==> src/hw/rtl/lscc_pkg.sv <==
// Shared types and constants of the line sensor colour classifier.
// No dependencies; imported by every module of the block.
package lscc_pkg;

  localparam int MAXCH      = 4;
  localparam int SAMPLE_W   = 10;
  localparam int MARGIN_W   = 9;
  localparam int SUM_W      = 15;
  localparam int QDEPTH     = 4;
  localparam int IN_DATA_W  = 40;
  localparam int IN_USER_W  = 2;
  localparam int OUT_DATA_W = 56;
  localparam int CFG_ADDR_W = 3;
  localparam int CFG_DATA_W = 32;

  localparam logic [SAMPLE_W-1:0] SAMPLE_RESET = 10'd1000;
  localparam logic [SAMPLE_W-1:0] SAMPLE_MAX   = 10'd1023;

  localparam logic [SAMPLE_W-1:0] LOWER_RESET [MAXCH] = '{10'd229, 10'd142, 10'd119, 10'd125};
  localparam logic [SAMPLE_W-1:0] UPPER_RESET [MAXCH] = '{10'd600, 10'd550, 10'd440, 10'd440};

  localparam logic [MARGIN_W-1:0] LOWER_MARGIN_RESET = 9'd51;
  localparam logic [MARGIN_W-1:0] UPPER_MARGIN_RESET = 9'd77;

  // register index, taken from paddr[2]
  localparam logic REG_LOWER_MARGIN = 1'b0;
  localparam logic REG_UPPER_MARGIN = 1'b1;

  localparam logic [1:0] COLOR_BLACK = 2'd0;
  localparam logic [1:0] COLOR_RED   = 2'd1;
  localparam logic [1:0] COLOR_WHITE = 2'd2;

  typedef enum logic [1:0] {
    MODE_SAMPLE = 2'd0,
    MODE_BLACK  = 2'd1,
    MODE_WHITE  = 2'd2,
    MODE_THRESH = 2'd3
  } mode_t;

  // state seen by one word after its own update
  typedef struct packed {
    logic [MAXCH-1:0][SAMPLE_W-1:0] newest;
    logic [MAXCH-1:0][SAMPLE_W-1:0] lower;
    logic [MAXCH-1:0][SAMPLE_W-1:0] upper;
    logic [MAXCH-1:0][SUM_W-1:0]    sum;
  } snap_t;

  typedef struct packed {
    logic  valid;
    snap_t data;
  } push_t;

endpackage

==> src/hw/rtl/lscc_back.sv <==
// Back end: classifies the newest samples, divides the window sums and
// holds the result word in the output register. Depends on lscc_pkg.
module lscc_back #(
  parameter int WINDOW   = 20,
  parameter int CHANNELS = 4
) (
  input  logic                            clk,
  input  logic                            rst_n,
  input  logic                            q_valid,
  input  lscc_pkg::snap_t                 q_data,
  output logic                            pop,
  output logic                            out_tvalid,
  input  logic                            out_tready,
  output logic [lscc_pkg::OUT_DATA_W-1:0] out_tdata
);
  import lscc_pkg::*;

  // floor(x / WINDOW) as (x * RECIP) >> SHIFT, exact for SUM_W-bit x
  localparam int SHIFT   = SUM_W + $clog2(WINDOW);
  localparam int RECIP_W = SHIFT + 1;
  localparam longint RECIP = ((64'd1 << SHIFT) + WINDOW - 1) / WINDOW;
  localparam int PROD_W  = SUM_W + RECIP_W;

  localparam logic [RECIP_W-1:0] RECIP_K = RECIP_W'(RECIP);

  logic                  out_valid_r;
  logic [OUT_DATA_W-1:0] out_data_r;
  logic [OUT_DATA_W-1:0] res;

  assign pop        = q_valid && (!out_valid_r || out_tready);
  assign out_tvalid = out_valid_r;
  assign out_tdata  = out_data_r;

  always_comb begin
    logic [SAMPLE_W-1:0] v;
    logic [SAMPLE_W-1:0] lo;
    logic [SAMPLE_W-1:0] hi;
    logic                is_b;
    logic                is_r;
    logic                is_w;
    logic                any_b;
    logic                any_r;
    logic                any_w;
    logic [PROD_W-1:0]   prod;
    res   = '0;
    any_b = 1'b0;
    any_r = 1'b0;
    any_w = 1'b0;
    for (int c = 0; c < MAXCH; c++) begin
      v    = q_data.newest[c];
      lo   = q_data.lower[c];
      hi   = q_data.upper[c];
      is_b = v < lo;
      is_r = (v >= lo) && (v <= hi);
      is_w = v > hi;
      prod = PROD_W'(q_data.sum[c]) * PROD_W'(RECIP_K);
      if (c < CHANNELS) begin
        // crossed thresholds: black wins, then red
        res[2*c +: 2] = is_b ? COLOR_BLACK : (is_r ? COLOR_RED : COLOR_WHITE);
        res[11 + SAMPLE_W*c +: SAMPLE_W] = prod[SHIFT +: SAMPLE_W];
        any_b = any_b || is_b;
        any_r = any_r || is_r;
        any_w = any_w || is_w;
      end
    end
    res[8]  = any_b;
    res[9]  = any_r;
    res[10] = any_w;
  end

  always_ff @(posedge clk) begin
    if (pop) out_data_r <= res;
  end

  always_ff @(posedge clk) begin
    if (!rst_n) begin
      out_valid_r <= 1'b0;
    end else if (pop) begin
      out_valid_r <= 1'b1;
    end else if (out_tready) begin
      out_valid_r <= 1'b0;
    end
  end

endmodule

==> config.mk <==
export PLATFORM = sky130hd
export DESIGN_NAME = lscc_back
export DESIGN_NICKNAME = d
export VERILOG_FILES = /design/src/hw/rtl/lscc_pkg.sv /design/src/hw/rtl/lscc_back.sv
export SDC_FILE = /design/constraint.sdc
export NUM_CORES = 1
export LEC_CHECK = 0
export ABC_AREA = 1
export ABC_CLOCK_PERIOD_IN_PS = 15300
export BUFFER_PORTS_ARGS = -buffer_cell sky130_fd_sc_hd__buf_2
export CAP_MARGIN = 20
export CORE_MARGIN = 4
export CORE_UTILIZATION = 36
export CTS_BUF_LIST = sky130_fd_sc_hd__clkbuf_4 sky130_fd_sc_hd__clkbuf_8
export CTS_CLUSTER_SIZE = 20
export DETAILED_ROUTE_END_ITERATION = 8
export PLACE_DENSITY_LB_ADDON = 0.2
export REMOVE_ABC_BUFFERS = 1
export SKIP_LAST_GASP = 1
export SYNTH_ARGS = -nofsm -noshare
export SYNTH_HDL_FRONTEND = slang
export SYNTH_SLANG_ARGS = --single-unit
==> constraint.sdc <==
create_clock -name clk -period 15.3 [get_ports clk]
set_input_delay 3.06 -clock clk [delete_from_list [all_inputs] [get_ports clk]]
set_output_delay 3.06 -clock clk [all_outputs]
set_load 0.02 [all_outputs]
## Yosys cells after proc, flatten, opt, wreduce, memory -nomap -nowiden

Index checks and enable logic that the tools add are counted.
Widths: inputs -> output; s select.

| storage, ports and cells | value |
|---|---|
| register bits after elaboration | 52 |
| input bits | 184 |
| output and inout bits | 58 |
| word-level logic and storage cells | 49 |

| operators by class | value |
|---|---|
| multipliers | 4 |
| $lt $le $gt $ge | 16 |
| mux-type cells | 6 |
| reduce and logical (&&, ||, !) cells | 17 |

Operators with widths:

| cell | count |
|---|---|
| $mul 15x16->30 const B | 4 |
| $ge 10x10->1 | 4 |
| $gt 10x10->1 | 4 |
| $le 10x10->1 | 4 |
| $lt 10x10->1 | 4 |
| $logic_or 1x1->1 | 10 |
| $mux 2 | 4 |
| $logic_and 1x1->1 | 5 |
| $mux 1 | 2 |
| $reduce_bool 2->1 | 1 |
| $logic_not 1->1 | 1 |

## Logic depth before layout (Yosys ltp)

| logic depth | value |
|---|---|
| depth after elaboration | 5 |
| mapped depth | 24 |
| depth with buffers taken out | 24 |

## Worst setup path after synthesis

No wires, ideal clock.

| timing | value |
|---|---|
| path kind | in2out |
| start point | input q_valid |
| end point | output pop |
| arrival time | 5.865 ns |
| data required time | 12.240 ns |
| setup slack | 6.375 ns |
| cell stages on the path | 2 |
| path buffers | 0 |
| cells stage by stage | inv_1 > a21oi_1 |

| on the way | value |
|---|---|
| word-level cells in the longest chain between the ends | 1 |

Ends and longest elaborated chain:

| item | line | source |
|---|---|---|
| start: declaration | lscc_back.sv:9 | `input logic q_valid,` |
| $logic_and 1x1->1 | lscc_back.sv:30 | `assign pop = q_valid && (!out_valid_r \|\| out_tready);` |
| end: declaration | lscc_back.sv:11 | `output logic pop,` |

Every way passes these cells.

## Final worst setup path

| timing | value |
|---|---|
| start point | input q_data[52] (netlist name) |
| end point | register out_data_r[42], in the netlist out_tdata[42], data pin |

| on the way | value |
|---|---|
| word-level cells in the longest chain between the ends | 1 |

Ends and longest elaborated chain:

| item | line | source |
|---|---|---|
| start: declaration | lscc_back.sv:10 | `input lscc_pkg::snap_t q_data,` |
| $mul 15x16->30 | lscc_back.sv:56 | `prod = PROD_W'(q_data.sum[c]) * PROD_W'(RECIP_K);` |
| named net res[42] | lscc_back.sv:28 | `logic [OUT_DATA_W-1:0] res;` |
| end signal: assignment | lscc_back.sv:72 | `if (pop) out_data_r <= res;` |
| end: declaration | lscc_back.sv:27 | `logic [OUT_DATA_W-1:0] out_data_r;` |

The timed path passes the listed nets, and every way through them passes these cells.
A chain may end at the register's enable or synchronous reset.

==> results.txt <==
Post-Synth XOR/XNOR Area: 1.22%
Hpwl dp: 50000 microns
Number of global-route vias before repair: 17600
H-tree depth: 2
Crit path required time: 15.42 ns
Post-synth top cells: 626 x inv_1, 517 x ha_1, 495 x nand2_1
Via count: 16700
RePlAce Congestion: 0.956
Ys async rst share: 0%
Simple-gate portion of the synthesized area: 18.2%
R2R setup slack: 13.77 ns
Pins over their slew limit: 0
RSZ-0062 raised after global routing: false
Clock tree sinks: 52
First-pass GRT wire length: 88600 microns
Synthesized cell area: 20200 sq um
Compound-Gate Fraction of Synth Area: 6.68%
Pleak: 0.0133 uW
Comb pwr share: 91.5%
CTS Buf Count: 5
Postcts setup bufs: 0
Clock slew at reported path FFs: 0.12 ns
Max clock buf depth: 2
Min cycle time layout: 7.60 ns
VDD IR max: 0.111 mV
Final Cycle Share: 49.6%
Max-Cap Viols: 0
Ys flop type: edfxtp_1
Hold slack: 0.530 ns
Mux cell area share after synthesis: 0%
Avg Cell Area, Syn: 7.86 sq um
DR DRC count: 0
Port bufs: 236
Final hold violation count: 0
Synth top area share: 32.1%
Power share of the clock group: 1.9%
Die width: 245 microns
Total negative setup slack: 0 ns
Startpoint types: primary input
Reg2Reg Depth: 2
Rel. slew slack: 46.2%
Final wirelength: 53800 microns
# IOs: 242
Achievable clock frequency: 0.132 GHz
Total grt overflow: 0
Vias per cell: 4.70
Skew final: 0.0120 ns
Cells after Synth: 2565
Hold Path Depth: 2
#FFs+latches synth: 52
Adder-Cell Fraction of Synth Area: 54.2%
CP arrival: 7.72 ns
Int Pwr: 1890 uW
Worst skew pair latency: 0.36 ns
Sequential element share of the synthesized area: 7.70%
Final net count: 3732
Drt pass-1 iters: 5
Initial core utilization: 36.4%
Die Height: 245 microns
HP Class: flip-flop to flip-flop
PwrDens: 215 nW/um^2
Area leader, netlist: ha_1
Initial drt markers: 516
Worst-Margin Slew: 0.806 ns
Post-synth EDFFs: 51
Share of cells above drive strength 1: 10.2%
WL/cell: 15.1 microns
R2R Path Start: out_tvalid
Synth warnings: 0
Clock root cell: clkbuf_8
Synth-to-layout area growth: 10.9%
Initial antenna violation count: 3
Pwr Total: 4810 uW
Combinational family with the most area after synthesis: adder cells
Switching pwr: 2920 uW
Die area: 59800 sq um
Top-count cell post-synth: inv_1
Status: complete, no violations
Hold Path End: out_tvalid
Cts hold-fix bufs: 0
Crit Path Class: primary input to flip-flop
Worst reg2reg path endpoint: out_tdata[38]
CTS tree: built
Sequential power share: 6.6%
Largest cells by area after synthesis: ha_1 32%, fa_1 22%, inv_1 12%
Hold Crit Start: out_tvalid
Num rows: 86
Critical-path maximum fanout: 5
Synth unique cells: 39
Largest net degree at the start of global routing: 53
Element type at the critical path end: flip-flop
Fraction of power spent switching nets: 60.7%
Post-route ant nets: 0
Area of the core: 55300 sq um
Cts repair resizes: 0
Setup violators final: 0
GRT Util Overall: 18.3%
==> per-stage QoR <==
step	std cells	util, %	worst slack, ns	instance area (sq um)
finish	3558	40.4	7.70	22400
global route	3558	40.4	7.39	22400
CTS	3556	40.4	7.72	22400
detailed placement	3549	40.3	7.29	22300
global placement	3549	40.3	7.30	22300
floorplan	2564	-	6.38	20100
==> cell families (layout without fill, tap and decap cells) <==
family,count (synthesis),in the layout
and+or+nand+nor,870,870
buffers and inverters,635,874
xor gates and xnor gates,28,28
adders and majority gates,740,740
other,1,7
DFF,52,52
AOI/OAI and AO/OA,239,239
==> worst max-delay path by stage <==
stage                         end  depth (start not counted)        from
detailed placement  out_tdata[42]                         20  q_data[52]
finish              out_tdata[42]                         20  q_data[52]
floorplan                     pop                          2     q_valid
CTS                 out_tdata[42]                         20  q_data[52]
global route        out_tdata[42]                         20  q_data[52]
global placement    out_tdata[42]                         20  q_data[52]
==> cell usage in the layout (no fill, tap or decap), drive strengths merged, types with 5 or more instances in the layout <==
cell type	synthesis	layout
inv	629	629
nor2	195	195
xnor2	16	16
clkbuf	0	5
a21oi	125	125
o21ai	54	54
nand3b	6	6
o211ai	6	6
xor2	12	12
nand2	506	506
a21o	23	23
o21a	13	13
o21bai	11	11
nand4	40	40
nand3	94	94
or2	5	5
fa	223	223
edfxtp	51	51
buf	5	237
ha	517	517
conb	1	5
nor3	18	18
==> registers in the layout (all words and copies together) (netlist names) <==
name,flops
out_tvalid,1
out_tdata,51
==> critical path: stages <==
cell	delay (ns)
buf_2	0.14
inv_1	0.06
ha_1	0.30
inv_1	0.08
ha_1	0.33
a21oi_1	0.31
inv_1	0.16
fa_1	0.56
fa_1	0.45
fa_1	0.49
fa_1	0.48
ha_1	0.36
a21oi_1	0.22
o21ai_0	0.15
nand2_1	0.08
nand2_1	0.09
a21oi_1	0.18
nand2_1	0.07
nand2_1	0.06
nand2_1	0.07
==> metal layers <==
metal	global-route usage (%)	vias to the layer above	part of all wire (%)
met3	1.73	39	2.9
met2	33.1	216	49
met1	24.0	7849	46
li1	-	8608	-
met4	3.32	0	1.6
met5	0	-	0
==> power by group through the flow <==
stage	clock [uW]	combinational, uW	sequential (uW)
after detailed placement	0	4400	323
after global placement	0	4400	324
after CTS	102	4450	322
after floorplan	0	3180	379
final	91.4	4400	317
after global routing	105	5100	325
==> cell type report <==
type                            count  area, sq um
Antenna cell                        2         5.00
Clock buffer                        5         68.8
Clock inverter                      2         12.5
Fill cell                        5793        33000
Inverter                          630         2360
Multi-Input combinational cell   1882        16200
Sequential cell                    52         1550
Tap cell                          748          936
Timing Repair Buffer              237         1190
Note: power is estimated with default switching activity, not from simulation.
