[config.mk]
export PLATFORM = sky130hd
export DESIGN_NAME = lscc_front
export DESIGN_NICKNAME = d
export VERILOG_FILES = /design/src/hw/rtl/lscc_pkg.sv /design/src/hw/rtl/lscc_front.sv
export SDC_FILE = /design/constraint.sdc
export NUM_CORES = 2
export LEC_CHECK = 0
export ABC_CLOCK_PERIOD_IN_PS = 11800
export BUFFER_PORTS_ARGS = -buffer_cell sky130_fd_sc_hd__buf_2
export CORE_ASPECT_RATIO = 1.75
export CORE_MARGIN = 2
export CORE_UTILIZATION = 60
export CTS_BUF_LIST = sky130_fd_sc_hd__clkbuf_4
export DETAILED_ROUTE_END_ITERATION = 10
export GPL_ROUTABILITY_DRIVEN = 0
export PLACE_DENSITY = 0.83
export REMOVE_ABC_BUFFERS = 1
export SETUP_SLACK_MARGIN = 0.1
export SLEW_MARGIN = 20
export SYNTH_ARGS = -nofsm -noshare
export SYNTH_HDL_FRONTEND = slang
export SYNTH_SLANG_ARGS = --single-unit
export TNS_END_PERCENT = 50
[constraint.sdc]
create_clock -name clk -period 11.8 [get_ports clk]
set_input_delay 0 -clock clk [delete_from_list [all_inputs] [get_ports clk]]
set_output_delay 0 -clock clk [all_outputs]
set_load 0.01 [all_outputs]
[src/hw/rtl/lscc_pkg.sv]
// Shared types and constants of the line sensor colour classifier.
// No dependencies; imported by every module of the block.
package lscc_pkg;

  localparam int MAXCH      = 4;
  localparam int SAMPLE_W   = 10;
  localparam int MARGIN_W   = 9;
  localparam int SUM_W      = 15;
  localparam int QDEPTH     = 4;
  localparam int IN_DATA_W  = 40;
  localparam int IN_USER_W  = 2;
  localparam int OUT_DATA_W = 56;
  localparam int CFG_ADDR_W = 3;
  localparam int CFG_DATA_W = 32;

  localparam logic [SAMPLE_W-1:0] SAMPLE_RESET = 10'd1000;
  localparam logic [SAMPLE_W-1:0] SAMPLE_MAX   = 10'd1023;

  localparam logic [SAMPLE_W-1:0] LOWER_RESET [MAXCH] = '{10'd229, 10'd142, 10'd119, 10'd125};
  localparam logic [SAMPLE_W-1:0] UPPER_RESET [MAXCH] = '{10'd600, 10'd550, 10'd440, 10'd440};

  localparam logic [MARGIN_W-1:0] LOWER_MARGIN_RESET = 9'd51;
  localparam logic [MARGIN_W-1:0] UPPER_MARGIN_RESET = 9'd77;

  // register index, taken from paddr[2]
  localparam logic REG_LOWER_MARGIN = 1'b0;
  localparam logic REG_UPPER_MARGIN = 1'b1;

  localparam logic [1:0] COLOR_BLACK = 2'd0;
  localparam logic [1:0] COLOR_RED   = 2'd1;
  localparam logic [1:0] COLOR_WHITE = 2'd2;

  typedef enum logic [1:0] {
    MODE_SAMPLE = 2'd0,
    MODE_BLACK  = 2'd1,
    MODE_WHITE  = 2'd2,
    MODE_THRESH = 2'd3
  } mode_t;

  // state seen by one word after its own update
  typedef struct packed {
    logic [MAXCH-1:0][SAMPLE_W-1:0] newest;
    logic [MAXCH-1:0][SAMPLE_W-1:0] lower;
    logic [MAXCH-1:0][SAMPLE_W-1:0] upper;
    logic [MAXCH-1:0][SUM_W-1:0]    sum;
  } snap_t;

  typedef struct packed {
    logic  valid;
    snap_t data;
  } push_t;

endpackage

[src/hw/rtl/lscc_front.sv]
// Front end: accepts input words, updates ring, sums, extremes and thresholds,
// and pushes the post-update state snapshot. Depends on lscc_pkg.
module lscc_front #(
  parameter int WINDOW   = 20,
  parameter int CHANNELS = 4
) (
  input  logic                            clk,
  input  logic                            rst_n,
  input  logic                            in_tvalid,
  output logic                            in_tready,
  input  logic [lscc_pkg::IN_DATA_W-1:0]  in_tdata,
  input  logic [lscc_pkg::IN_USER_W-1:0]  in_tuser,
  input  logic [lscc_pkg::MARGIN_W-1:0]   lower_margin,
  input  logic [lscc_pkg::MARGIN_W-1:0]   upper_margin,
  input  logic                            q_full,
  output lscc_pkg::push_t                 push
);
  import lscc_pkg::*;

  localparam int SLOT_W = (WINDOW > 1) ? $clog2(WINDOW) : 1;
  localparam int WORD_W = MAXCH * SAMPLE_W;
  localparam logic [SLOT_W-1:0] SLOT_LAST = SLOT_W'(WINDOW - 1);
  localparam logic [SUM_W-1:0]  SUM_RESET = SUM_W'(WINDOW * 1000);

  function automatic logic [SLOT_W-1:0] slot_inc(input logic [SLOT_W-1:0] x);
    slot_inc = (x == SLOT_LAST) ? '0 : x + 1'b1;
  endfunction

  function automatic logic [SAMPLE_W-1:0] clamp10(input logic signed [12:0] v);
    if (v < 0) clamp10 = '0;
    else if (v > 13'sd1023) clamp10 = SAMPLE_MAX;
    else clamp10 = v[SAMPLE_W-1:0];
  endfunction

  mode_t               mode;
  logic                acc;
  logic                wr_en;
  logic [WORD_W-1:0]   word;
  logic [SLOT_W-1:0]   ws;
  logic [SLOT_W-1:0]   rs;

  logic [SLOT_W-1:0]   wslot_r;
  logic [WINDOW-1:0]   valid_r;
  logic                ev_ok_r;
  logic [WORD_W-1:0]   ev_r;
  logic [WORD_W-1:0]   ring_mem [WINDOW];

  logic [SAMPLE_W-1:0] newest_r [MAXCH];
  logic [SAMPLE_W-1:0] newest_nxt [MAXCH];
  logic [SUM_W-1:0]    sum_r [MAXCH];
  logic [SUM_W-1:0]    sum_nxt [MAXCH];
  logic [SAMPLE_W-1:0] bmax_r [MAXCH];
  logic [SAMPLE_W-1:0] bmax_nxt [MAXCH];
  logic [SAMPLE_W-1:0] wmin_r [MAXCH];
  logic [SAMPLE_W-1:0] wmin_nxt [MAXCH];
  logic [SAMPLE_W-1:0] lo_r [MAXCH];
  logic [SAMPLE_W-1:0] lo_nxt [MAXCH];
  logic [SAMPLE_W-1:0] hi_r [MAXCH];
  logic [SAMPLE_W-1:0] hi_nxt [MAXCH];

  assign mode      = mode_t'(in_tuser[1:0]);
  assign in_tready = !q_full;
  assign acc       = in_tvalid && !q_full;
  assign wr_en     = acc && (mode == MODE_SAMPLE);
  assign word      = in_tdata[WORD_W-1:0];
  assign ws        = slot_inc(wslot_r);
  assign rs        = slot_inc(ws);

  always_comb begin
    logic [SAMPLE_W-1:0]       s;
    logic [SAMPLE_W-1:0]       ev;
    logic signed [10:0]        span;
    logic signed [20:0]        plo;
    logic signed [20:0]        phi;
    logic signed [12:0]        tlo;
    logic signed [12:0]        thi;
    push.valid = acc;
    push.data  = '0;
    for (int c = 0; c < MAXCH; c++) begin
      s    = word[c*SAMPLE_W +: SAMPLE_W];
      ev   = ev_ok_r ? ev_r[c*SAMPLE_W +: SAMPLE_W] : SAMPLE_RESET;
      span = $signed({1'b0, wmin_r[c]}) - $signed({1'b0, bmax_r[c]});
      plo  = $signed({1'b0, lower_margin}) * span;
      phi  = $signed({1'b0, upper_margin}) * span;
      // arithmetic shift floors the Q8 product
      tlo  = $signed({3'b000, bmax_r[c]}) + plo[20:8];
      thi  = $signed({3'b000, wmin_r[c]}) - phi[20:8];
      newest_nxt[c] = newest_r[c];
      sum_nxt[c]    = sum_r[c];
      bmax_nxt[c]   = bmax_r[c];
      wmin_nxt[c]   = wmin_r[c];
      lo_nxt[c]     = lo_r[c];
      hi_nxt[c]     = hi_r[c];
      if (acc && (c < CHANNELS)) begin
        case (mode)
          MODE_SAMPLE: begin
            newest_nxt[c] = s;
            sum_nxt[c]    = sum_r[c] - SUM_W'(ev) + SUM_W'(s);
          end
          MODE_BLACK: begin
            if (s > bmax_r[c]) bmax_nxt[c] = s;
          end
          MODE_WHITE: begin
            if (s < wmin_r[c]) wmin_nxt[c] = s;
          end
          MODE_THRESH: begin
            lo_nxt[c] = clamp10(tlo);
            hi_nxt[c] = clamp10(thi);
          end
          default: ;
        endcase
      end
      push.data.newest[c] = newest_nxt[c];
      push.data.lower[c]  = lo_nxt[c];
      push.data.upper[c]  = hi_nxt[c];
      push.data.sum[c]    = sum_nxt[c];
    end
  end

  // ring store; prefetches the entry the next sample word will evict
  always_ff @(posedge clk) begin
    if (wr_en) begin
      ring_mem[ws] <= word;
      ev_r         <= (rs == ws) ? word : ring_mem[rs];
    end
  end

  always_ff @(posedge clk) begin
    if (!rst_n) begin
      wslot_r <= SLOT_LAST;
      valid_r <= '0;
      ev_ok_r <= 1'b0;
      for (int c = 0; c < MAXCH; c++) begin
        newest_r[c] <= SAMPLE_RESET;
        sum_r[c]    <= SUM_RESET;
        bmax_r[c]   <= '0;
        wmin_r[c]   <= SAMPLE_MAX;
        lo_r[c]     <= LOWER_RESET[c];
        hi_r[c]     <= UPPER_RESET[c];
      end
    end else begin
      if (wr_en) begin
        wslot_r     <= ws;
        valid_r[ws] <= 1'b1;
        ev_ok_r     <= (rs == ws) ? 1'b1 : valid_r[rs];
      end
      for (int c = 0; c < MAXCH; c++) begin
        newest_r[c] <= newest_nxt[c];
        sum_r[c]    <= sum_nxt[c];
        bmax_r[c]   <= bmax_nxt[c];
        wmin_r[c]   <= wmin_nxt[c];
        lo_r[c]     <= lo_nxt[c];
        hi_r[c]     <= hi_nxt[c];
      end
    end
  end

endmodule

After elaboration in Yosys (flattened, before gate mapping)
Memories as Yosys holds them, arrays and structs flattened. A register that Yosys moved wholly into a read port is not among the register bits. Cells that the tools add are included.

Register bits after elaboration: 26. RAM bits: 1060. Output and inout port bits: 182. Logic and storage cells: 214. Memories: 7.

Memory list: ring_mem (words 20, bits a word 40, rd ports 1, clocked after memory_dff 1, write ports 1, RTL line lscc_front.sv:46) `logic [WORD_W-1:0] ring_mem [WINDOW];`; sum_r (words 4, bits a word 15, rd ports 4, clocked after memory_dff 0, write ports 4, RTL line lscc_front.sv:50) `logic [SUM_W-1:0] sum_r [MAXCH];`; bmax_r (words 4, bits a word 10, rd ports 4, clocked after memory_dff 0, write ports 4, RTL line lscc_front.sv:52) `logic [SAMPLE_W-1:0] bmax_r [MAXCH];`; hi_r (words 4, bits a word 10, rd ports 4, clocked after memory_dff 0, write ports 4, RTL line lscc_front.sv:58) `logic [SAMPLE_W-1:0] hi_r [MAXCH];`; lo_r (words 4, bits a word 10, rd ports 4, clocked after memory_dff 0, write ports 4, RTL line lscc_front.sv:56) `logic [SAMPLE_W-1:0] lo_r [MAXCH];`; newest_r (words 4, bits a word 10, rd ports 4, clocked after memory_dff 0, write ports 4, RTL line lscc_front.sv:48) `logic [SAMPLE_W-1:0] newest_r [MAXCH];`; +1 memories.

Add/subtract/negate cells: 22. $mul: 8. $lt $le $gt $ge: 27. Equal/unequal tests: 6. Multiplexer cells: 111. Bitwise operators: 25. Reduce and logical (&&, ||, !) cells: 5.

Operator list (number): $mux W10 (88); $mux W15 (12); $mul A10 B11 Y21 (8); $gt A13 B11 Y1 const B (8); $lt A13 B1 Y1 const B (8); $add A15 B10 Y15 (4); $sub A15 B10 Y15 (4); $add A10 B13 Y13 (4); $sub A10 B13 Y13 (4); $sub A10 B10 Y11 (4); $gt A10 B10 Y1 (4); $lt A10 B10 Y1 (4); $or A1 B1 Y1 (24); $or A20 B20 Y20 (1); $lt A5 B6 Y1 const B (2); $add A5 B1 Y5 const B (2); $eq A5 B5 Y1 const B (2); $mux W5 (2); $mux W1 (7); $bmux W1 S5 (1); $demux W1 S5 (1); $eq A5 B5 Y1 (1); $ge A5 B1 Y1 const B (1); $eq A2 B2 Y1 const B (2); 4 further kinds (6).

Longest topological paths before layout
Depth in word-level cells: 9. Depth in mapped cells: 46. Depth with buffers taken out: 44.

Least setup slack after synthesis
OpenSTA, ideal clock, no wires.

Path type: flip-flop to output port. From: mem bmax_r[1][1]. To: out push[77] (netlist name). Arrival time: 9.133 ns. Slack: 2.667 ns. Cell stages (with the launch flop): 38. Buffers on the path: 2. Path through: dfxtp_1 inv_1 ha_1 nor2b_1 o21ai_0 a21boi_0 o21ai_0 a21boi_0 o21ai_0 a21boi_1 o21a_1 o21ai_1 clkbuf_1 nand3_1 fa_1 inv_1 fa_1 fa_1 [... 2 more ...] ha_1 a2111oi_0 a21oi_2 and2_1 o21a_1 o21a_1 o21a_1 or2_2 ha_1 nand3_1 a21oi_1 nor3_1 o32ai_1 a311oi_1 o32ai_1 xnor2_1 clkbuf_1 o31ai_1.

RTL lines: start: declaration (RTL line lscc_front.sv:52); end: declaration (RTL line lscc_front.sv:16) `output lscc_pkg::push_t push`.

==> out/results.md <==
| Stage | Quantity | This run |
|---|---|---|
| detailed routing | Total iterations of the first detailed-routing run | 8 |
| global routing | Total track usage | 0.329 |
| hold path | Class of the tightest hold or removal check | in -> reg |
| layout | Number of nets in the layout | 9,334 |
| logic synthesis | List of most frequent post-synthesis cells | inv_1, edfxtp_1, fa_1 |
| die | Area of the core | 139,000 um^2 |
| layout | Area added between synthesis and finish | 9.94% |
| setup path | Crit path max fanout | 20 |
| setup path | Reg-to-Reg Start | bmax_r[0][1]$_SDFFE_PN0P_ |
| hold path | Instance count along the most critical hold path | 7 |
| clocking | Clock latency on the worst-skew pair | 1.31 ns |
| detailed routing | Total wire length after detailed routing | 234,000 um |
| detailed routing | Routed via count divided by cell count | 6.12 |
| global routing | Number of global-route vias before repair | 64,909 |
| global routing | Maximum number of pins on one net before global-route repair | 110 |
| sta | Pins over their slew limit | 0 |
| sta | Ratio of final minimum period to clock period | 0.959 |
| flow run | Number of max-capacitance violations reported | 0 |
| global routing | Global-route wire length before repair | 357,000 um |
| global routing | Antenna violations before repair | 15 |
| setup path | R2r endpoint | lo_r[0][5]$_SDFF_PN1_ |
| die | I/O pin count | 246 |
| logic synthesis | EDFF count, synth | 840 |
| sta | Peak clock frequency supported by timing | 88.4 MHz |
| detailed routing | Remaining antenna violation count after routing | 0 |
| detailed routing | Number of DRC violations after detailed-routing iteration 0 | 5,003 |
| sta | Max Clock Skew | 0.117 ns |
| die | DIE HEIGHT | 499 um |
| logic synthesis | Top post-synthesis cells by area | edfxtp_1, fa_1, ha_1 |
| die | Horizontal extent of the die | 287 um |
| detailed routing | Residual DRC count | 0 |
| clocking | Clock tree from TritonCTS | yes |
| layout | Filler Cell Count | 9,765 |
| sta | Transition time of the tightest slew-check pin | 1.21 ns |
| setup path | Number of cells on the worst reg-to-reg path | 39 |
| sta | RSZ-0062 raised after global routing | true |
| layout | Area of all sequential standard cells | 30,900 um^2 |
| logic synthesis | Count of cell types in the netlist | 107 |
| sta | Final Hold Vio Count | 0 |
| layout | Layout Utilization | 0.664 |
| placed design | IO buf count | 245 |
| sta | Relative max-transition margin | 0.190 |
| die | Total number of placement rows | 181 |
| die | Area of the die | 143,000 um^2 |
| logic synthesis | Most repeated cell in the gate-level netlist after synthesis | inv_1 |
| hold path | Startpoint of the most critical hold path | in_tdata[27] |
| logic synthesis | Average footprint of a synthesized cell | 11.3 um^2 |
| setup path | WS Path Type | reg -> out |
| logic synthesis | Flops & latches, synth | 1,126 |
| logic synthesis | Warnings from Yosys | 0 |
| logic synthesis | Register area share after synthesis | 0.368 |
| clocking | Clock net sink count | 1,126 |
| die | Initial core utilization | 0.604 |
| setup path | Critical Path Max Stage Delay | 0.64 ns |
| logic synthesis | Top cell type's share of synthesized area | 0.300 |
| setup path | Worst path slowest cell | a2111oi_0 |
| logic synthesis | Async SR Flop Fraction | 0 |
| sta | Final setup violation count | 0 |
| clocking | Clock slew at the register clock pins of the worst setup and hold paths | 0.07 ns |
| global routing | Grt total ovfl | 0 |
| logic synthesis | Cell taking the most area after synthesis | edfxtp_1 |
| logic synthesis | Synthesized instance count | 7,452 |
| clocking | Maximum clock path buffer count | 4 |
| logic synthesis | Commonest register cell after synthesis | edfxtp_1 |
| clocking | H-tree levels | 5 |
| clocking | Total CTS buffers | 278 |
| sta | Setup TNS after final layout | 0 ns |
| sta | Post-layout minimum cycle time | 11.31 ns |
| layout | Share of final-layout standard cells stronger than drive strength 1 | 0.151 |
| detailed routing | Vias after detailed routing | 60,879 |
| placed design | Post-detail-place hpwl | 156,000 um |
| setup path | Data required time of the critical path | 11.80 ns |
| setup path | Worst setup EP type | output pin |
| setup path | Worst setup SP type | flop |
| detailed routing | Wire per inst | 23.5 um |
| setup path | CP dominant cell by count | fa_1 |
| logic synthesis | Post-synthesis instance area | 84,000 um^2 |
| outcome | Outcome | completed |
| setup path | Arrival @ worst endpoint | 11.31 ns |
| setup path | Register-to-register setup slack | 1.82 ns |
| hold path | Hold Path Sink | wmin_r[2][9]$_SDFFE_PN1P_ |
| layout | Combined area of the multi-input logic cells | 48,300 um^2 |
| clocking | Clk root buf | clkbuf_4 |
## state kept, by name (all words and copies together), names as in the netlist, 5 cells and up
| signal | count |
|---|---|
| bmax_r | 40 |
| ev_r | 40 |
| hi_r | 40 |
| lo_r | 40 |
| newest_r | 40 |
| ring_mem | 800 |
| sum_r | 60 |
| valid_r | 20 |
| wmin_r | 40 |
| wslot_r | 5 |
## layout by cell type, fill, tap and decap left out, types with 187 or more instances in the layout
cell	n
ha_1	619
nor2_1	406
inv_1	1058
mux4_2	246
o21ai_0	193
nand2_1	669
edfxtp_1	840
fa_1	740
clkbuf_4	389
dfxtp_1	286
and2_1	362
buf_2	245
a21oi_1	187
## kinds of logic (layout without fill, tap and decap cells)
family                   count (synthesis)  count (layout)  share of synthesized area
AO/OA/AOI/OAI                          888             889                     0.0710
XOR/XNOR                               250             250                     0.0265
adder cells (fa/ha/maj)               1360            1360                      0.269
buffers and inverters                 1365            2018                     0.0619
flip-flops                            1126            1126                      0.368
multiplexers                           383             383                     0.0831
other                                    0               9                          0
AND/OR/NAND/NOR                       2080            2080                      0.121
## worst max path at each step
stage	cells after the start	startpoint	end	slack (ns)
4_1_cts	42	bmax_r[3][1]$_SDFFE_PN0P_	push[137]	0.11
2_1_floorplan	6	wslot_r[0]$_SDFFE_PN1P_	ev_ok_r$_SDFFE_PN0P_	-10.65
6_report	37	bmax_r[1][1]$_SDFFE_PN0P_	push[74]	0.49
5_1_grt	37	bmax_r[1][1]$_SDFFE_PN0P_	push[74]	-0.06
3_3_place_gp	42	bmax_r[3][1]$_SDFFE_PN0P_	push[137]	1.91
3_5_place_dp	42	bmax_r[3][1]$_SDFFE_PN0P_	push[137]	1.61
## metrics by stage
stage                     hold slack, ns  instance area [um^2]  instances  setup WS (ns)
after global routing              0.0711                 92400       9942        -0.0624
after global placement             0.234                 87600       9341           1.91
final                              0.119                 92400       9945          0.488
after CTS                         0.0208                 92100       9929          0.112
after detailed placement           0.238                 87600       9341           1.61
after floorplan                   0.0509                 82800       7147         -10.65
## critical path, delay by kind of cell (launching register included)
family                   cells  cell delay, ns
AO/OA/AOI/OAI               18            4.02
XOR/XNOR                     1            0.15
adder cells (fa/ha/maj)      8            3.55
buffers and inverters        4            0.56
flip-flops                   1            0.40
AND/OR/NAND/NOR              6            1.35
## final cells by class
type | count | area share
diodes | 9 | 0.000244
clock buffers | 389 | 0.0316
clock inverters | 87 | 0.00578
inverters | 1060 | 0.0432
multi-input cells | 4962 | 0.523
flip-flops and latches | 1126 | 0.335
well taps | 1830 | 0.0248
repair buffers | 482 | 0.0360
## routing by layer
layer,wire (um),track usage,vias to the layer above
met5,55,0,-
met4,17700,0.221,8
met3,21700,0.0686,1080
met2,117000,0.569,3386
met1,77400,0.362,30073
li1,-,-,26332
## repair_timing
action,4_1_cts,5_1_grt
hold buffers,112,0
gates resized for setup,0,42
setup buffers,0,5
setup endpoints to repair,0,68
hold endpoints to repair,1081,0
Power is not shown: default switching activity piles up to over one toggle a cycle in this logic, so the estimate is an artifact.
