$ cat src/hw/rtl/lscc_pkg.sv
// Shared types and constants of the line sensor colour classifier.
// No dependencies; imported by every module of the block.
package lscc_pkg;

  localparam int MAXCH      = 4;
  localparam int SAMPLE_W   = 10;
  localparam int MARGIN_W   = 9;
  localparam int SUM_W      = 15;
  localparam int QDEPTH     = 4;
  localparam int IN_DATA_W  = 40;
  localparam int IN_USER_W  = 2;
  localparam int OUT_DATA_W = 56;
  localparam int CFG_ADDR_W = 3;
  localparam int CFG_DATA_W = 32;

  localparam logic [SAMPLE_W-1:0] SAMPLE_RESET = 10'd1000;
  localparam logic [SAMPLE_W-1:0] SAMPLE_MAX   = 10'd1023;

  localparam logic [SAMPLE_W-1:0] LOWER_RESET [MAXCH] = '{10'd229, 10'd142, 10'd119, 10'd125};
  localparam logic [SAMPLE_W-1:0] UPPER_RESET [MAXCH] = '{10'd600, 10'd550, 10'd440, 10'd440};

  localparam logic [MARGIN_W-1:0] LOWER_MARGIN_RESET = 9'd51;
  localparam logic [MARGIN_W-1:0] UPPER_MARGIN_RESET = 9'd77;

  // register index, taken from paddr[2]
  localparam logic REG_LOWER_MARGIN = 1'b0;
  localparam logic REG_UPPER_MARGIN = 1'b1;

  localparam logic [1:0] COLOR_BLACK = 2'd0;
  localparam logic [1:0] COLOR_RED   = 2'd1;
  localparam logic [1:0] COLOR_WHITE = 2'd2;

  typedef enum logic [1:0] {
    MODE_SAMPLE = 2'd0,
    MODE_BLACK  = 2'd1,
    MODE_WHITE  = 2'd2,
    MODE_THRESH = 2'd3
  } mode_t;

  // state seen by one word after its own update
  typedef struct packed {
    logic [MAXCH-1:0][SAMPLE_W-1:0] newest;
    logic [MAXCH-1:0][SAMPLE_W-1:0] lower;
    logic [MAXCH-1:0][SAMPLE_W-1:0] upper;
    logic [MAXCH-1:0][SUM_W-1:0]    sum;
  } snap_t;

  typedef struct packed {
    logic  valid;
    snap_t data;
  } push_t;

endpackage

$ cat src/hw/rtl/lscc_queue.sv
// Short snapshot queue between front and back ends.
// Depends on lscc_pkg.
module lscc_queue (
  input  logic            clk,
  input  logic            rst_n,
  input  lscc_pkg::push_t push,
  output logic            full,
  input  logic            pop,
  output logic            q_valid,
  output lscc_pkg::snap_t q_data
);
  import lscc_pkg::*;

  localparam int PTR_W = $clog2(QDEPTH);
  localparam int CNT_W = $clog2(QDEPTH + 1);

  snap_t             store_r [QDEPTH];
  logic [PTR_W-1:0]  head_r;
  logic [PTR_W-1:0]  tail_r;
  logic [CNT_W-1:0]  count_r;
  logic              do_pop;

  assign full    = (count_r == CNT_W'(QDEPTH));
  assign q_valid = (count_r != '0);
  assign q_data  = store_r[head_r];
  assign do_pop  = pop && q_valid;

  always_ff @(posedge clk) begin
    if (push.valid) store_r[tail_r] <= push.data;
  end

  always_ff @(posedge clk) begin
    if (!rst_n) begin
      head_r  <= '0;
      tail_r  <= '0;
      count_r <= '0;
    end else begin
      if (push.valid) tail_r <= (tail_r == PTR_W'(QDEPTH - 1)) ? '0 : tail_r + 1'b1;
      if (do_pop) head_r <= (head_r == PTR_W'(QDEPTH - 1)) ? '0 : head_r + 1'b1;
      count_r <= count_r + CNT_W'(push.valid) - CNT_W'(do_pop);
    end
  end

endmodule

$ cat config.mk
export PLATFORM = sky130hd
export DESIGN_NAME = lscc_queue
export DESIGN_NICKNAME = d
export VERILOG_FILES = /design/src/hw/rtl/lscc_pkg.sv /design/src/hw/rtl/lscc_queue.sv
export SDC_FILE = /design/constraint.sdc
export NUM_CORES = 1
export LEC_CHECK = 0
export ABC_CLOCK_PERIOD_IN_PS = 10700
export BUFFER_PORTS_ARGS = -buffer_cell sky130_fd_sc_hd__clkbuf_2
export CORE_MARGIN = 2
export CORE_UTILIZATION = 45
export DETAILED_ROUTE_END_ITERATION = 10
export PLACE_DENSITY = 0.75
export SKIP_CTS_REPAIR_TIMING = 1
export SLEW_MARGIN = 20
export SYNTH_ARGS = -nofsm -noshare
export SYNTH_HDL_FRONTEND = slang
export SYNTH_SLANG_ARGS = --single-unit
$ cat constraint.sdc
create_clock -name clk -period 10.7 [get_ports clk]
set_clock_uncertainty 0.2 [all_clocks]
set_input_delay 0 -clock clk [delete_from_list [all_inputs] [get_ports clk]]
set_output_delay 0 -clock clk [all_outputs]
set_load 0.01 [all_outputs]
== Word level (Yosys, flattened, before mapping) ==
Memories as Yosys holds them, arrays and structs flattened. A register that Yosys moved wholly into a read port is not among the register bits.
Index checks and enable logic that the tools add are counted.

* Flip-flop bits (word level): 7
* Bits in writable memories: 720
* Output and inout bits: 182
* Logic and storage cells: 19
* Memories: 1

{| class="wikitable"
|+ Memories
! memory !! depth !! width !! rd ports !! clocked after Yosys merged registers in !! wr ports !! line !! RTL
|-
| store_r || 4 || 180 || 1 || 1 || 1 || lscc_queue.sv:17 || <nowiki>snap_t store_r [QDEPTH];</nowiki>
|}

* $add $sub $neg: 4
* Eq/ne operators: 3
* Mux-type cells: 6
* Reductions and logical operators: 2

{| class="wikitable"
|+ Operators by type and width
! kind !! number
|-
| 2-bit 2-to-1 mux || 4
|-
| 2-bit by 1-bit adder with 2-bit output, second input constant || 2
|-
| 2-bit equality test, second input constant || 2
|-
| 3-bit by 1-bit adder with 3-bit output || 1
|-
| 3-bit equality test, second input constant || 1
|-
| 3-bit nonzero test || 1
|-
| 3-bit by 1-bit subtractor with 3-bit output || 1
|-
| 1-bit 2-to-1 mux || 2
|-
| 1-bit logical AND || 1
|}

== Depth between registers and ports, before layout ==
Gate-level depths: netlist of the first run.

* Word-level depth: 4
* Depth in mapped cells: 6
* Mapped depth without buffers: 6

== Least setup slack after synthesis of the first run ==
No wires, ideal clock.

* Kind: flip-flop to flip-flop
* From: register tail_r[0]
* To: memory store_r[0][0] (netlist name), enable pin
* Library setup time: 561 ps
* Arrival: 4640 ps
* Data required time: 9939 ps
* Setup slack: 5299 ps
* Stages on the path, launching flop included: 4
* Buffers on the path: 0
* Path through: dfxtp_1 > inv_1 > ha_1 > and2_1

{| class="wikitable"
|+ RTL lines
! element !! line !! RTL
|-
| from (decl) || lscc_queue.sv:19 || <nowiki>logic [PTR_W-1:0] tail_r;</nowiki>
|-
| from (signal assigned) || lscc_queue.sv:38 || <nowiki>if (push.valid) tail_r <= (tail_r == PTR_W'(QDEPTH - 1)) ? '0 : tail_r + 1'b1;</nowiki>
|-
| to (decl) || lscc_queue.sv:17 ||
|}

No word-level cell before the write port.

==> out/qor.yml, run 1 <==
insertion_delay_ps: 590
whs_path_depth: 2
worst-endpoint-arrival_ps: 3230
cell_rows: 88
min_period_ps: 3430
clk_pin_slew_worst_paths_ps: 60
achievable-frequency_ghz: 0.291
routed_wirelength_um: 57300
globalRouteTotalUtil_pct: 17.2
clockRootBuffer: "sky130_fd_sc_hd__clkbuf_16"
status: "finished, violations left"
detailroute.via_count: 13300
postSynthCellCount: 986
cts_htree_levels: 3
drive_above_1_share_pct: 38.4
drt_first_pass_iters: 5
ir_worst_vdd_uv: 164
die_y_um: 246
detail_route.iter0.violations: 732
detail_route.drc_violations: 0
worst_slew_pin_slew_ps: 1040
avgViaCountPerCell: 5.23
antenna_left: 0
synth-edff-count: 720
timing.critical_path.required_ps: 10500
synth.distinct_cells: 22
floorplan.initialDensity_pct: 45.6
placedCellCount: 2089
cts_tree: "done"
worst_hold_margin_ps: -16.9
cp-start-kind: "register"
design_power_total_mw: 7.18
finalHoldViolCount: 29
largest_net_degree_at_the_start_of_global_routing: 108
maxSlewViolCount: 0
first_pass_grt_wire_length_um: 77200
routability_cong: 0.737
antenna_violations_before_repair: 10
async_reset_ff_share_pct: 0
placeableCoreArea_um2: 57900
ys_seq_elements: 729
grt.busiest_layer: "met2"
area_delta_synth_final_pct: 31.5
worst_hold_path_type: "in2reg"
timing.critical_path.fanout_max: 77
ctsLongestPathBuffers: 3
floorplan.die_area_um2: 60700
use_met2_pct: 26.5
rsz0062_at_grt: "false"
numPortBuffers: 365
hpwlAfterDp_um: 31800
drt-wirelength-per-cell_um: 22.5
num-nets-final: 1907
number_of_global_route_vias_before_repair: 12600
power_leakage_nw: 11.9
grt.overflow.total: 0
synth.avg_cell_area_um2: 26.8
area.sequential_um2: 21800
ys.warnings.count: 0
synth_ff_type: "sky130_fd_sc_hd__edfxtp_1"
groute.layer.met3.usage_pct: 5.69
horizontal_die_dimension_um: 246
violations: "negative hold slack"
synth_seq_area_share_pct: 82.5
synth.cell_area_um2: 26400
cts_sinks: 729
final_cell_count_no_fill: 2546
p_per_area_nw_per_um2: 207
use_met1_pct: 23.5
max-cap-violations: 0
setup_viol_count_final: 0
multi_input_logic_area_um2: 4360
timing.final.crit_share_pct: 32.1
io-pin-count: 366
criticalPathCategory: "reg2out"
sum_neg_setup_slack_ps: 0
max-slew-margin-rel_pct: 30.7
reg2regPathDepth: 4
synth_fp_nets: 1177
total_clock_buffers_created_by_cts: 76
number_of_fillers_in_the_final_layout: 4051
critical_path.endpoint_type: "output pin"
[cell usage after synthesis (2+ instances only)]
library cell | count | area, um^2
sky130_fd_sc_hd__edfxtp_1 | 720 | 21600
sky130_fd_sc_hd__clkbuf_1 | 6 | 22.5
sky130_fd_sc_hd__or3b_2 | 2 | 17.5
sky130_fd_sc_hd__dfxtp_1 | 9 | 180
sky130_fd_sc_hd__ha_1 | 6 | 75.1
sky130_fd_sc_hd__mux4_2 | 180 | 4050
sky130_fd_sc_hd__buf_6 | 11 | 124
sky130_fd_sc_hd__nand2_1 | 3 | 11.3
sky130_fd_sc_hd__buf_1 | 2 | 7.51
sky130_fd_sc_hd__inv_1 | 4 | 15.0
sky130_fd_sc_hd__buf_2 | 21 | 105
sky130_fd_sc_hd__and2_1 | 6 | 37.5
sky130_fd_sc_hd__nor2_1 | 2 | 7.51
sky130_fd_sc_hd__mux2i_1 | 6 | 60.1
[path summary, 6_finish.rpt]
kind / startpoint / to / slack (ps)
min: push[119] / store_r[0][119]$_DFFE_PP_ / -20
min reg2reg: tail_r[0]$_SDFFE_PN0P_ / tail_r[0]$_SDFFE_PN0P_ / 340
max reg2reg: tail_r[0]$_SDFFE_PN0P_ / store_r[2][132]$_DFFE_PP_ / 7720
max: register / q_data[133] / 7270
[cell type report]
type	instances	area share, %
clock inverters	46	1.34
inverters	4	0.0432
repair buffers	692	14.7
clock buffers	91	5.81
multi-input cells	213	12.5
well taps	765	2.75
flip-flops and latches	729	62.8
diodes	6	0.0432
[registers in the layout (all words and copies together), names as in the netlist, named ones only]
register,count
count_r,3
head_r,2
store_r,720
tail_r,2
[critical path: stages, from the launching register on]
cell,delay [ps]
sky130_fd_sc_hd__dfxtp_4,800
sky130_fd_sc_hd__buf_12,340
sky130_fd_sc_hd__buf_16,400
sky130_fd_sc_hd__mux4_2,640
sky130_fd_sc_hd__clkbuf_2,160
[placed cells by master, fill, tap and decap left out]
| cell | instances |
|---|---|
| sky130_fd_sc_hd__mux2i_1 | 6 |
| sky130_fd_sc_hd__xor3_1 | 1 |
| sky130_fd_sc_hd__inv_6 | 1 |
| sky130_fd_sc_hd__buf_12 | 2 |
| sky130_fd_sc_hd__and2_1 | 2 |
| sky130_fd_sc_hd__dfxtp_1 | 7 |
| sky130_fd_sc_hd__a21oi_1 | 1 |
| sky130_fd_sc_hd__edfxtp_1 | 720 |
| sky130_fd_sc_hd__inv_1 | 4 |
| sky130_fd_sc_hd__mux4_2 | 180 |
| sky130_fd_sc_hd__clkbuf_1 | 11 |
| sky130_fd_sc_hd__bufinv_16 | 8 |
| sky130_fd_sc_hd__nor2_1 | 2 |
| sky130_fd_sc_hd__buf_16 | 1 |
| sky130_fd_sc_hd__diode_2 | 6 |
| sky130_fd_sc_hd__dlygate4sd3_1 | 313 |
| sky130_fd_sc_hd__clkinv_2 | 15 |
| sky130_fd_sc_hd__clkbuf_2 | 365 |
| sky130_fd_sc_hd__ha_1 | 6 |
| sky130_fd_sc_hd__or2_2 | 1 |
| sky130_fd_sc_hd__clkbuf_16 | 78 |
| sky130_fd_sc_hd__inv_8 | 1 |
| sky130_fd_sc_hd__and2_4 | 4 |
| sky130_fd_sc_hd__nand2_1 | 3 |
| sky130_fd_sc_hd__clkbuf_8 | 2 |
| sky130_fd_sc_hd__o31ai_2 | 1 |
| sky130_fd_sc_hd__or3b_2 | 2 |
| sky130_fd_sc_hd__buf_4 | 11 |
| sky130_fd_sc_hd__nand2b_1 | 1 |
| sky130_fd_sc_hd__clkinv_1 | 14 |
| sky130_fd_sc_hd__or3_1 | 1 |
| sky130_fd_sc_hd__fa_1 | 1 |
| sky130_fd_sc_hd__dfxtp_4 | 2 |
| sky130_fd_sc_hd__clkinvlp_4 | 4 |
| sky130_fd_sc_hd__clkinv_8 | 3 |
| sky130_fd_sc_hd__nor3b_1 | 1 |
[report_power, final]
part	internal (mW)	switching [mW]
clock	1.55	1.05
combinational	0.628	0.622
sequential	3.27	0.0670
total	5.44	1.74
[logic make-up (layout without fill, tap and decap cells)]
logic type / after synthesis / in the layout / share of synthesized area [%]
compound gates: 2 / 2 / 0.0663
xor+xnor: 1 / 1 / 0.0900
fa+ha+maj: 7 / 7 / 0.360
buf+inv: 44 / 833 / 1.04
flops: 729 / 729 / 82.5
mux: 186 / 186 / 15.6
other cells: 0 / 6 / 0
simple gates: 17 / 17 / 0.379
[layer usage]
metal	routed length [um]	part of all wire [%]
met2	28600	50
met4	1220	2.1
met3	4360	7.6
met1	23100	40
met5	37	0.065
[metrics by stage]
stage / area (um^2) / util, % / setup slack [ps]
after floorplan: 26400 / - / 5300
after global placement: 29100 / 50.2 / 7710
after detailed placement: 29100 / 50.2 / 7680
after CTS: 31600 / 54.5 / 7240
after global routing: 34800 / 60.0 / 7020
final: 34800 / 60.0 / 7270
No activity file was read; power rests on OpenSTA's default activity.
==> inputs of run 2 (changes only) <==
--- a/config.mk
+++ b/config.mk
@@ -5,12 +5,13 @@
 export SDC_FILE = /design/constraint.sdc
 export NUM_CORES = 1
 export LEC_CHECK = 0
-export ABC_CLOCK_PERIOD_IN_PS = 10700
+export ABC_AREA = 1
+export ABC_CLOCK_PERIOD_IN_PS = 2900
 export BUFFER_PORTS_ARGS = -buffer_cell sky130_fd_sc_hd__clkbuf_2
 export CORE_MARGIN = 2
 export CORE_UTILIZATION = 45
 export DETAILED_ROUTE_END_ITERATION = 10
-export PLACE_DENSITY = 0.75
+export PLACE_DENSITY = 0.77
 export SKIP_CTS_REPAIR_TIMING = 1
 export SLEW_MARGIN = 20
 export SYNTH_ARGS = -nofsm -noshare
==> constraint.sdc (replaced) <==
create_clock -name clk -period 2.9 [get_ports clk]
set_clock_uncertainty 0.2 [all_clocks]
set_input_delay 0 -clock clk [delete_from_list [all_inputs] [get_ports clk]]
set_output_delay 0 -clock clk [all_outputs]
set_load 0.01 [all_outputs]
==> run 2 against run 1 <==
The run now ends clean; largest cell class unchanged; largest power group unchanged; sequential share of layout area is 1.7 points lower; clock power increased to 3.6 times the previous value; synthesized area is 2.8% higher; utilization shrank 0.53 points; via count rose by 38%; sequential power grew to 3.7 times the previous value; final area grew 2.7%; power grew to 4.0 times the previous value; register-to-register slack lost 7300 ps; critical path depth stayed put; setup slack got worse by 7200 ps; global-route usage is 1.3 points higher.
==> out/qor.yml, run 2 <==
status: "finished, final reports clean"
largest_register_ff_count: 720
postSynthCellCount: 1801
numPortBuffers: 365
largest_registers: "store_r: 720 flops, count_r: 3 flops"
achievable-frequency_ghz: 0.354
total_switching_power_mw: 8.67
detailroute.via_count: 18400
design_power_total_mw: 28.6
synth_seq_area_share_pct: 80.2
detail_route.drc_violations: 0
cts_tree: "done"
cts_htree_levels: 3
floorplan.initialDensity_pct: 45.3
power.share.switching_pct: 30.4
synth.avg_cell_area_um2: 15.1
drt_first_pass_iters: 7
yosys.cell_count.top_type: "sky130_fd_sc_hd__edfxtp_1"
power_leakage_nw: 12.7
synth-edff-count: 720
routability_cong: 0.752
num-nets-final: 2706
cts_sinks: 729
p_clk_share_pct: 32.4
antenna_violations_before_repair: 3
timing.critical_path.fanout_max: 180
crit-reg2reg-launch: "count_r[1]$_SDFF_PN0_"
synth.distinct_cells: 25
synth_fp_nets: 1992
layout.cells.most_common_list: "720 x sky130_fd_sc_hd__edfxtp_1, 369 x sky130_fd_sc_hd__nor2_1, 365 x sky130_fd_sc_hd__clkbuf_2"
finalCoreUtilization_pct: 59.5
io-pin-count: 366
setup_viol_count_final: 0
async_reset_ff_share_pct: 0
largest_reg_by_ff_count: "store_r"
synth_common_cells: "720 x sky130_fd_sc_hd__edfxtp_1, 369 x sky130_fd_sc_hd__nor2_1, 309 x sky130_fd_sc_hd__o21ai_0, 180 x sky130_fd_sc_hd__o22ai_1, 54 x sky130_fd_sc_hd__o21ai_1"
floorplan.die_area_um2: 62400
worst_slew_pin_slew_ps: 928
grt.overflow.total: 0
detail_route.iter0.violations: 1776
largest_net_degree_at_the_start_of_global_routing: 181
sum_neg_setup_slack_ps: 0
path_delay_family: "buffers and inverters"
synth_top_area_share_pct: 79.6
min_period_ps: 2820
min_from: "push[68]"
power.sequential.fraction_pct: 43.0
post_synth_main_area_contributors: "sky130_fd_sc_hd__edfxtp_1 80%, sky130_fd_sc_hd__o21ai_0 5.7%, sky130_fd_sc_hd__nor2_1 5.1%"
total_clock_buffers_created_by_cts: 75
crit_slowest_cell: "sky130_fd_sc_hd__dfxtp_4"
synth.cell_area_um2: 27200
drt-wirelength-per-cell_um: 20.3
p_int_mw: 19.9
number_of_global_route_vias_before_repair: 16600
criticalPathCategory: "reg2out"
critical_path.cell_chain: "buf_12, o21ai_0, o22ai_1, clkbuf_2"
clockRootBuffer: "sky130_fd_sc_hd__clkbuf_16"
synth_area_leader_cell: "sky130_fd_sc_hd__edfxtp_1"
worst_hold_path_type: "in2reg"
drive_above_1_share_pct: 20.8
ctsLongestPathBuffers: 3
synth_ff_type: "sky130_fd_sc_hd__edfxtp_1"
layout_commonest_cell: "sky130_fd_sc_hd__edfxtp_1"
globalRouteTotalUtil_pct: 18.5
worst_hold_margin_ps: 1.27
critical_path.endpoint_type: "output pin"
ir_worst_vdd_uv: 629
ys.warnings.count: 0
combinational_fraction_of_design_power_pct: 24.6
placeableCoreArea_um2: 60000
cp_num_buf_inv: 2
ys_seq_elements: 729
max-slew-margin-rel_pct: 38.1
area_delta_synth_final_pct: 31.4
avgViaCountPerCell: 5.48
antenna_left: 0
cp-start-kind: "register"
clk_pin_slew_worst_paths_ps: 60
crit_path_max_incr_delay_ps: 520
finalHoldViolCount: 0
first_pass_grt_wire_length_um: 90600
number_of_fillers_in_the_final_layout: 4190
maxSlewViolCount: 0
timing.final.crit_share_pct: 97.3
die_y_um: 250
p_per_area_nw_per_um2: 800
timing.critical_path.required_ps: 2700
max-cap-violations: 0
insertion_delay_ps: 600
cell_rows: 90
routed_wirelength_um: 68300
worst-endpoint-arrival_ps: 2620
hpwlAfterDp_um: 34600
horizontal_die_dimension_um: 250
[run 2: power by group through the flow]
| stage | Sequential (mW) | Clock [mW] | Combinational [mW] |
|---|---|---|---|
| finish | 12.3 | 9.25 | 7.04 |
| global route | 12.3 | 9.77 | 7.58 |
| floorplan | 12.4 | 0 | 3.98 |
| global placement | 12.4 | 0 | 6.27 |
| CTS | 12.3 | 9.29 | 6.50 |
| detailed placement | 12.5 | 0 | 6.47 |
[run 2: through the flow]
stage,cells,setup WS [ps],instance area [um^2]
6_report,3359,77.8,35700
5_1_grt,3358,-42.8,35700
4_1_cts,3014,161,32300
3_5_place_dp,2879,833,29900
3_3_place_gp,2879,929,29900
2_1_floorplan,1801,-975,27200
[run 2: final timing paths]
kind / depth (start not counted) / slack [ps] / end
max reg2reg: 9 / 400 / count_r[1]$_SDFF_PN0_
min: 2 / 1 / store_r[1][68]$_DFFE_PP_
max: 4 / 80 / q_data[37]
min reg2reg: 2 / 300 / tail_r[1]$_SDFFE_PN0P_
[run 2: area by class of cell]
type | instances | area, um^2 | area share (%)
Tap cell | 782 | 978 | 2.74
Clock inverter | 36 | 325 | 0.911
Multi-Input combinational cell | 939 | 4540 | 12.7
Timing Repair Buffer | 755 | 5920 | 16.6
Inverter | 15 | 86.3 | 0.242
Antenna cell | 4 | 10.0 | 0.0280
Clock buffer | 99 | 2030 | 5.69
Sequential cell | 729 | 21800 | 61.1
[run 2: cells by family (layout without fill, tap and decap cells)]
group,after synthesis,count (layout),synth area share [%]
simple gates,385,385,5.34
compound gates,546,546,10.9
buf+inv,133,905,3.12
flops,729,729,80.2
xor+xnor,1,1,0.0322
other cells,0,4,0
fa+ha+maj,7,7,0.350
[run 2: routing by layer]
metal / global-route usage (%) / vias to the layer above / part of all wire, %
li1: - / 8271 / -
met1: 23.5 / 9112 / 38
met2: 30.4 / 903 / 51
met3: 5.62 / 108 / 8.3
met4: 6.08 / 0 / 2.0
met5: 0 / - / 0
